[src/rtl/lft_pkg.sv]
// lft_pkg: shared types and constants for the LRU frame tracker.
// No dependencies; every other file of the block imports it.
`timescale 1ns / 1ps
`default_nettype none

package lft_pkg;

    // Fixed field widths of the input and result beats
    localparam int IDX_W = 6;
    localparam int LRU_W = 6;

    // Default number of tracked frames
    localparam int NUM_FRAMES_DEF = 64;

    // Control sequencer states
    typedef enum logic [1:0] {
        ST_CLEAR,
        ST_IDLE,
        ST_LINK
    } t_state;

endpackage

`default_nettype wire

[src/rtl/lft_if.sv]
// lft_if: valid/ready channel interfaces for touch beats and result beats.
// Depends on lft_pkg for the field widths.
`timescale 1ns / 1ps
`default_nettype none

interface lft_in_if import lft_pkg::*; ();
    logic             valid;
    logic             ready;
    logic [IDX_W-1:0] frame_index;

    modport source (output valid, output frame_index, input ready);
    modport sink   (input valid, input frame_index, output ready);
endinterface

interface lft_out_if import lft_pkg::*; ();
    logic             valid;
    logic             ready;
    logic [LRU_W-1:0] lru_frame;
    logic             index_error;

    modport source (output valid, output lru_frame, output index_error, input ready);
    modport sink   (input valid, input lru_frame, input index_error, output ready);
endinterface

`default_nettype wire

[src/rtl/lft_link_ram.sv]
// lft_link_ram: one link memory, one write and one read port, registered read.
// A read that hits the address written in the same cycle returns the new data.
// Depends on lft_pkg.
`timescale 1ns / 1ps
`default_nettype none

module lft_link_ram import lft_pkg::*; #(
    parameter int  DEPTH = NUM_FRAMES_DEF,
    localparam int AW    = $clog2(DEPTH)
) (
    input  wire logic          i_clk,
    input  wire logic          i_rst_n,
    input  wire logic          i_we,
    input  wire logic [AW-1:0] i_waddr,
    input  wire logic [AW-1:0] i_wdata,
    input  wire logic          i_re,
    input  wire logic [AW-1:0] i_raddr,
    output logic      [AW-1:0] o_rdata
);

    logic [AW-1:0] r_mem [DEPTH];
    logic [AW-1:0] r_rdata;
    logic [AW-1:0] r_byp_data;
    logic          r_byp;

    // Storage array and registered read
    always_ff @(posedge i_clk) begin
        if (i_we) begin
            r_mem[i_waddr] <= i_wdata;
        end
        if (i_re) begin
            r_rdata    <= r_mem[i_raddr];
            r_byp_data <= i_wdata;
        end
    end

    // Same-address bypass flag
    always_ff @(posedge i_clk) begin
        if (!i_rst_n) begin
            r_byp <= 1'b0;
        end else if (i_re) begin
            r_byp <= i_we && (i_waddr == i_raddr);
        end
    end

    assign o_rdata = r_byp ? r_byp_data : r_rdata;

endmodule

`default_nettype wire

[src/rtl/lru_frame_tracker_top.sv]
// lru_frame_tracker_top: LRU order of NUM_FRAMES frames as a doubly linked list.
// Depends on lft_pkg, lft_if (lft_in_if, lft_out_if) and lft_link_ram.
`timescale 1ns / 1ps
`default_nettype none

// The recency order lives in two link memories (toward older, toward newer)
// plus newest/oldest pointer registers. After reset the block runs a clearing
// pass that loads the initial order (frame NUM_FRAMES-1 newest down to frame 0
// oldest); no touch beat is accepted during it. A touch beat is taken only in
// the idle state with no result held, so not while the last one is unlinked:
// the accept step reads both links of the touched frame, the link step
// unlinks it, and the relink at the newest end is written while the next
// beat's links are read (same-address reads are bypassed). The pair of writes
// per link memory per touch over its single write port sets this split. The
// result beat (oldest frame after the update) is registered in the link step;
// one further result can be held while the output waits. An index of
// NUM_FRAMES or more flags index_error and leaves the order as it is.
module lru_frame_tracker_top import lft_pkg::*; #(
    parameter int NUM_FRAMES = NUM_FRAMES_DEF
) (
    input  wire logic i_clk,
    input  wire logic i_rst_n,
    lft_in_if.sink    i_frame,
    lft_out_if.source o_lru
);

    localparam int FW = $clog2(NUM_FRAMES);
    localparam logic [FW+IDX_W-1:0] NUM_EXT = (FW + IDX_W)'(NUM_FRAMES);
    localparam logic [FW-1:0]       LAST    = FW'(NUM_FRAMES - 1);

    t_state r_state, n_state;

    logic [FW-1:0]  r_clr_cnt;
    logic [FW-1:0]  r_newest;
    logic [FW-1:0]  r_oldest;
    logic [FW-1:0]  r_cur;
    logic           r_cur_err;
    logic           r_wr2_pend;
    logic [FW-1:0]  r_wr2_frame;
    logic [FW-1:0]  r_wr2_prev;
    logic           r_res_pend;
    logic [FW-1:0]  r_res_oldest;
    logic           r_res_err;
    logic           r_out_valid;
    logic [FW-1:0]  r_out_oldest;
    logic           r_out_err;

    logic [FW+IDX_W-1:0] w_idx_ext;
    logic                w_in_err;
    logic [FW-1:0]       w_in_frame;
    logic                w_in_acc;
    logic                w_move;
    logic [FW-1:0]       w_older;
    logic [FW-1:0]       w_newer;
    logic [FW-1:0]       w_new_oldest;
    logic                w_out_free;
    logic [FW+LRU_W-1:0] w_lru_ext;

    logic          w_old_we;
    logic [FW-1:0] w_old_waddr;
    logic [FW-1:0] w_old_wdata;
    logic          w_new_we;
    logic [FW-1:0] w_new_waddr;
    logic [FW-1:0] w_new_wdata;

    // Input decode
    assign w_idx_ext  = {{FW{1'b0}}, i_frame.frame_index};
    assign w_in_err   = (w_idx_ext >= NUM_EXT);
    assign w_in_frame = w_in_err ? '0 : w_idx_ext[FW-1:0];
    assign i_frame.ready = (r_state == ST_IDLE) && !r_res_pend;
    assign w_in_acc   = i_frame.valid && i_frame.ready;

    // Link update decision for the frame under work
    assign w_move       = !r_cur_err && (r_cur != r_newest);
    assign w_new_oldest = (w_move && (r_cur == r_oldest)) ? w_newer : r_oldest;
    assign w_out_free   = !r_out_valid || o_lru.ready;

    // Write port steering: clearing pass, unlink, or relink
    always_comb begin
        w_old_we    = 1'b0;
        w_old_waddr = r_wr2_frame;
        w_old_wdata = r_wr2_prev;
        w_new_we    = 1'b0;
        w_new_waddr = r_wr2_prev;
        w_new_wdata = r_wr2_frame;
        if (r_state == ST_CLEAR) begin
            w_old_we    = 1'b1;
            w_old_waddr = r_clr_cnt;
            w_old_wdata = (r_clr_cnt == '0) ? LAST : r_clr_cnt - 1'b1;
            w_new_we    = 1'b1;
            w_new_waddr = r_clr_cnt;
            w_new_wdata = (r_clr_cnt == LAST) ? '0 : r_clr_cnt + 1'b1;
        end else if (r_state == ST_LINK) begin
            w_old_we    = w_move;
            w_old_waddr = w_newer;
            w_old_wdata = w_older;
            w_new_we    = w_move && (r_cur != r_oldest);
            w_new_waddr = w_older;
            w_new_wdata = w_newer;
        end else if (r_wr2_pend) begin
            w_old_we = 1'b1;
            w_new_we = 1'b1;
        end
    end

    lft_link_ram #(.DEPTH(NUM_FRAMES)) u_older_ram (
        .i_clk   (i_clk),
        .i_rst_n (i_rst_n),
        .i_we    (w_old_we),
        .i_waddr (w_old_waddr),
        .i_wdata (w_old_wdata),
        .i_re    (w_in_acc),
        .i_raddr (w_in_frame),
        .o_rdata (w_older)
    );

    lft_link_ram #(.DEPTH(NUM_FRAMES)) u_newer_ram (
        .i_clk   (i_clk),
        .i_rst_n (i_rst_n),
        .i_we    (w_new_we),
        .i_waddr (w_new_waddr),
        .i_wdata (w_new_wdata),
        .i_re    (w_in_acc),
        .i_raddr (w_in_frame),
        .o_rdata (w_newer)
    );

    // State register
    always_ff @(posedge i_clk) begin
        if (!i_rst_n) begin
            r_state <= ST_CLEAR;
        end else begin
            r_state <= n_state;
        end
    end

    // Next state
    always_comb begin
        n_state = r_state;
        unique case (r_state)
            ST_CLEAR: begin
                if (r_clr_cnt == LAST) begin
                    n_state = ST_IDLE;
                end
            end
            ST_IDLE: begin
                if (w_in_acc) begin
                    n_state = ST_LINK;
                end
            end
            ST_LINK: begin
                n_state = ST_IDLE;
            end
            default: begin
                n_state = ST_CLEAR;
            end
        endcase
    end

    // Clearing counter, pointers and relink bookkeeping
    always_ff @(posedge i_clk) begin
        if (!i_rst_n) begin
            r_clr_cnt  <= '0;
            r_newest   <= LAST;
            r_oldest   <= '0;
            r_wr2_pend <= 1'b0;
        end else begin
            if (r_state == ST_CLEAR) begin
                r_clr_cnt <= r_clr_cnt + 1'b1;
            end
            r_wr2_pend <= 1'b0;
            if (r_state == ST_LINK && w_move) begin
                r_oldest   <= w_new_oldest;
                r_newest   <= r_cur;
                r_wr2_pend <= 1'b1;
            end
        end
    end

    // Beat under work and relink payload
    always_ff @(posedge i_clk) begin
        if (w_in_acc) begin
            r_cur     <= w_in_frame;
            r_cur_err <= w_in_err;
        end
        if (r_state == ST_LINK) begin
            r_wr2_frame <= r_cur;
            r_wr2_prev  <= r_newest;
        end
    end

    // Result holding slot and output register
    always_ff @(posedge i_clk) begin
        if (!i_rst_n) begin
            r_res_pend  <= 1'b0;
            r_out_valid <= 1'b0;
        end else begin
            if (r_out_valid && o_lru.ready) begin
                r_out_valid <= 1'b0;
            end
            if (r_state == ST_LINK) begin
                if (w_out_free) begin
                    r_out_valid <= 1'b1;
                end else begin
                    r_res_pend <= 1'b1;
                end
            end else if (r_res_pend && w_out_free) begin
                r_out_valid <= 1'b1;
                r_res_pend  <= 1'b0;
            end
        end
    end

    always_ff @(posedge i_clk) begin
        if (r_state == ST_LINK) begin
            r_res_oldest <= w_new_oldest;
            r_res_err    <= r_cur_err;
            if (w_out_free) begin
                r_out_oldest <= w_new_oldest;
                r_out_err    <= r_cur_err;
            end
        end else if (r_res_pend && w_out_free) begin
            r_out_oldest <= r_res_oldest;
            r_out_err    <= r_res_err;
        end
    end

    assign w_lru_ext         = {{LRU_W{1'b0}}, r_out_oldest};
    assign o_lru.valid       = r_out_valid;
    assign o_lru.lru_frame   = w_lru_ext[LRU_W-1:0];
    assign o_lru.index_error = r_out_err;

`ifndef SYNTH
    // Newest and oldest never coincide once the order is loaded
    a_ends_differ: assert property (@(posedge i_clk) disable iff (!i_rst_n)
        (r_state != ST_CLEAR) |-> (r_newest != r_oldest))
        else $error("newest and oldest frame coincide");

    // A held result only exists behind an occupied output register
    a_res_behind_out: assert property (@(posedge i_clk) disable iff (!i_rst_n)
        r_res_pend |-> r_out_valid)
        else $error("held result with empty output register");

    // Every accepted touch is worked on in the next cycle
    a_acc_link: assert property (@(posedge i_clk) disable iff (!i_rst_n)
        w_in_acc |=> (r_state == ST_LINK))
        else $error("accepted touch not processed");

    // The relink write never overlaps the unlink step
    a_relink_slot: assert property (@(posedge i_clk) disable iff (!i_rst_n)
        r_wr2_pend |-> (r_state == ST_IDLE))
        else $error("relink write outside idle slot");
`endif

endmodule

`default_nettype wire

[src/flat_wrapper.sv]
// flat-port wrapper written by rule: the top's interface ports become plain ports
module lru_frame_tracker_top_flat import lft_pkg::*;
#(
    parameter int NUM_FRAMES = NUM_FRAMES_DEF
)
  (i_clk, i_rst_n, i_frame_valid, i_frame_frame_index, i_frame_ready, o_lru_valid, o_lru_lru_frame, o_lru_index_error, o_lru_ready);
  lft_in_if i_frame_i ();
  lft_out_if o_lru_i ();
  input  wire logic i_clk;
  input  wire logic i_rst_n;
  input wire logic [$bits(i_frame_i.valid)-1:0] i_frame_valid;
  input wire logic [$bits(i_frame_i.frame_index)-1:0] i_frame_frame_index;
  output wire logic [$bits(i_frame_i.ready)-1:0] i_frame_ready;
  output wire logic [$bits(o_lru_i.valid)-1:0] o_lru_valid;
  output wire logic [$bits(o_lru_i.lru_frame)-1:0] o_lru_lru_frame;
  output wire logic [$bits(o_lru_i.index_error)-1:0] o_lru_index_error;
  input wire logic [$bits(o_lru_i.ready)-1:0] o_lru_ready;
  assign i_frame_i.valid = i_frame_valid;
  assign i_frame_i.frame_index = i_frame_frame_index;
  assign i_frame_ready = i_frame_i.ready;
  assign o_lru_valid = o_lru_i.valid;
  assign o_lru_lru_frame = o_lru_i.lru_frame;
  assign o_lru_index_error = o_lru_i.index_error;
  assign o_lru_i.ready = o_lru_ready;
  lru_frame_tracker_top #(.NUM_FRAMES(NUM_FRAMES)) u_core (.i_clk(i_clk), .i_rst_n(i_rst_n), .i_frame(i_frame_i), .o_lru(o_lru_i));
endmodule
[config.mk]
export PLATFORM = sky130hd
export DESIGN_NAME = lru_frame_tracker_top_flat
export DESIGN_NICKNAME = d
export VERILOG_FILES = /design/src/rtl/lft_pkg.sv /design/src/rtl/lft_if.sv /design/src/rtl/lft_link_ram.sv /design/src/rtl/lru_frame_tracker_top.sv /design/src/flat_wrapper.sv
export SDC_FILE = /design/constraint.sdc
export NUM_CORES = 1
export LEC_CHECK = 0
export ABC_AREA = 1
export BUFFER_PORTS_ARGS = -buffer_cell sky130_fd_sc_hd__buf_2
export CAP_MARGIN = 20
export CELL_PAD_IN_SITES_DETAIL_PLACEMENT = 0
export CELL_PAD_IN_SITES_GLOBAL_PLACEMENT = 2
export CORE_ASPECT_RATIO = 0.8
export CORE_UTILIZATION = 40
export CTS_BUF_LIST = sky130_fd_sc_hd__clkbuf_16
export DETAILED_ROUTE_END_ITERATION = 8
export HOLD_SLACK_MARGIN = 0.12
export PLACE_DENSITY_LB_ADDON = 0.1
export SYNTH_ARGS = -nofsm -noshare
export SYNTH_HDL_FRONTEND = slang
export SYNTH_SLANG_ARGS = --single-unit
[constraint.sdc]
create_clock -name i_clk -period 3.8 [get_ports i_clk]
set_input_delay 0.19 -clock i_clk [delete_from_list [all_inputs] [get_ports i_clk]]
set_output_delay 0.19 -clock i_clk [all_outputs]
set_load 0.05 [all_outputs]
==> qor.txt <==
Status = complete, no violations
Via count = 23177
Mapped Nets = 3042
Initial Util = 0.405
Hold path startpoint = i_frame_frame_index[3]
Slew @ Worst Pin = 0.949 ns
Post-DP HPWL = 61200 um
Row cnt = 96
Power Density = 518 nW/um^2
Clock tree sinks = 847
Clock insertion delay at the later pin of the skew report = 0.66 ns
Largest family of logic cells by synthesized area = simple AND/OR/NAND/NOR gates
Cell family with most CP delay = simple AND/OR/NAND/NOR gates
Fmax = 0.315 GHz
Reg2Reg Depth = 10
Period Utilization, post-route = 0.835
Critical path endpoint category = register
Crit Path Max Fanout = 14
Post-CTS Repair Setup Buffers = 0
Filler cell count = 7922
R2R setup slack = 0.63 ns
CP bufs+invs = 2
First-pass GRT wire length = 151000 um
Resized Gates After CTS = 0
Die Ht = 266 um
Post-synthesis instance total = 3029
Total Wirelength = 101000 um
Commonest non-fill, non-tap cell in the layout = edfxtp_1
Endpoints failing setup = 0
Buffers on Ports = 17
Num CTS Buffers = 87
Synth Area in Compound Gates = 0.0970
Commonest non-fill, non-tap cells in the layout = 822 x edfxtp_1, 583 x nand2_1, 533 x nor2_1, 388 x o21ai_0, 180 x o22ai_1
Fin nets = 3038
Vias in the first global route = 22922
Crit start category = register
Clock root buffer = clkbuf_16
Largest cells by area after synthesis = edfxtp_1 71%, nand2_1 6.3%, nor2_1 5.7%, o21ai_0 5.6%, o22ai_1 3.2%
Worst flop-to-flop path endpoint = u_core.u_older_ram.r_mem[61][3]
MaxCap Viol Count = 0
Max clock buf depth = 3
Routed vias/inst = 5.49
Placed inst area = 36400 um^2
Hold Path Sink = u_core.r_cur[3]
Post-route cell area = 39200 um^2
Worst reg2reg path startpoint = u_core.r_state[0]
Hold Path Class = in2reg
Synth Area in Adders = 0.00108
#FFs+latches synth = 847
IO Count = 19
Area leader, netlist = edfxtp_1
Syn avg cell area = 11.5 um^2
Synth top area share = 0.707
Multiplexer area fraction after synthesis = 0
Clock Pin Slew Worst Setup and Hold Paths = 0.06 ns
P&R area growth vs syn = 12.4%
Final Max Tran Viols = 0
H-tree Lvls = 3
Total gr overflow = 0
Slew Limit Headroom = 0.367
Share of layout cells above drive strength 1 = 0.0811
Yosys warnings = 0
Chip width = 332 um
CP max stage delay = 0.63 ns
DR WL/cell = 23.9 um
Synth Area in XOR/XNOR = 0.00151
Setup TNS = 0 ns
Setup CP Type = reg2reg
Core area = 86100 um^2
Antenna Nets Post-Route = 0
CTS tree = built
DR pass1 iterations = 5
Die ar. = 88400 um^2
1st-iter DRT viols = 2212
Yosys cell types = 38
RSZ-0062 raised after global routing = false
Post-synthesis sequential area ratio = 0.722
CP max-delay cell = dfxtp_1
GRT Total Usage = 0.228
Lkg Pwr = 13.7 nW
Mapped cell area = 34900 um^2
Largest net degree at the start of global routing = 168
WHS Path Cells = 1
Synth Area in Simple Gates = 0.148
Worst path cell trace = inv_2 -> nand2_2 -> nand2_1 -> nand2_1 -> nand2_1 -> inv_1 -> nand2_1 -> nor2_1 -> nand2_1 -> nor2_1
GP Congestion = 0.823
DRC violations left = 0
Final min period = 3.17 ns
CP arrival = 3.48 ns
Final hold vios = 0
Clk_skew = 0.0222 ns
Antenna violations before repair = 0
Peak supply drop = 0.336 mV
Most frequent CP cell = nand2_1
CP Data Required Time = 4.10 ns
==> worst register-to-register path: cells and delay by family (launching register included) <==
family	cells	cell delay (ns)
AND/OR/NAND/NOR	8	1.94
buffers and inverters	2	0.24
flip-flops	1	0.63
==> synthesized netlist by cell type (all sizes together) <==
cell type	number
dfxtp	25
o21ai	394
a31oi	5
or2	2
ha	3
a211oi	1
nand2	591
nor3	5
clkinv	4
o211ai	7
buf	57
and2	1
inv	85
xor2	6
clkbuf	123
nor2	537
edfxtp	822
conb	1
a21oi	33
o2111ai	1
nand4	17
nand3	129
o22ai	180
==> cells by family after synthesis <==
| group | after synthesis |
|---|---|
| DFF | 847 |
| other | 1 |
| and+or+nand+nor | 1282 |
| buffers and inverters | 269 |
| AOI/OAI and AO/OA | 621 |
| xor gates and xnor gates | 6 |
| adders and majority gates | 3 |
==> what timing repair did <==
action | CTS | global route
hold endpoints to repair | 13 | 0
hold buffers | 5 | 0
setup endpoints to repair | 0 | 0
==> cell type report <==
cell class | instances | area (um^2) | share of cell area
Clock buffer | 89 | 2230 | 0.0568
Sequential cell | 847 | 25200 | 0.642
Tap cell | 1127 | 1410 | 0.0359
Clock inverter | 71 | 532 | 0.0136
Antenna cell | 1 | 2.50 | 0.0000638
Timing Repair Buffer | 87 | 805 | 0.0205
Inverter | 89 | 345 | 0.00880
Multi-Input combinational cell | 1913 | 8730 | 0.222
==> sequential cells by signal, indices dropped and copies added (netlist names), 2 cells and up <==
signal and count:
u_core.o_lru.lru_frame 6, u_core.u_older_ram.r_mem 384, u_core.u_newer_ram.r_mem 384, u_core.r_cur 6
u_core.r_oldest 6, u_core.r_wr2_frame 6, u_core.r_state 2, u_core.r_clr_cnt 6
u_core.u_newer_ram.r_byp_data 6, u_core.r_newest 6, u_core.u_older_ram.r_byp_data 6, u_core.u_newer_ram.r_rdata 6
u_core.u_older_ram.r_rdata 6, u_core.r_res_oldest 6, u_core.r_wr2_prev 6
==> per-stage QoR <==
stage	hold slack, ns	utilization	power (mW)	setup slack [ns]	instances
CTS	0.135	0.456	20.5	0.616	4223
global placement	0.463	0.423	12.2	0.727	4058
floorplan	0.289	-	11.5	0.110	3029
detailed placement	0.467	0.423	12.1	0.618	4058
global route	0.166	0.456	20.9	0.386	4223
finish	0.171	0.456	20.3	0.628	4224
==> per-layer routing <==
layer  track usage  part of all wire  vias up
met5             0                 0        -
met4        0.0577             0.022        0
met3        0.0376             0.052      128
met2         0.359              0.45      672
met1         0.330              0.47    11616
li1              -                 -    10761
==> how the worst max path moves through the flow <==
stage / startpoint / end / cells past startpoint
5_1_grt: u_core.r_state[0] / u_core.u_older_ram.r_mem[29][0] / 10
6_report: u_core.r_state[0] / u_core.u_older_ram.r_mem[61][3] / 10
3_5_place_dp: u_core.r_state[0] / u_core.u_older_ram.r_mem[61][3] / 10
3_3_place_gp: u_core.r_state[0] / u_core.u_newer_ram.r_mem[0][3] / 7
2_1_floorplan: u_core.r_state[0] / u_core.u_older_ram.r_byp_data[1] / 4
4_1_cts: u_core.r_state[0] / u_core.u_older_ram.r_mem[61][3] / 10
==> report_power, final <==
group / internal [mW] / switching (mW) / total (mW)
Sequential: 10.4 / 0.0166 / 10.5
Clock: 4.68 / 3.70 / 8.37
Combinational: 0.333 / 1.14 / 1.48
Total: 15.5 / 4.86 / 20.3
Note: power is estimated with default switching activity, not from simulation.
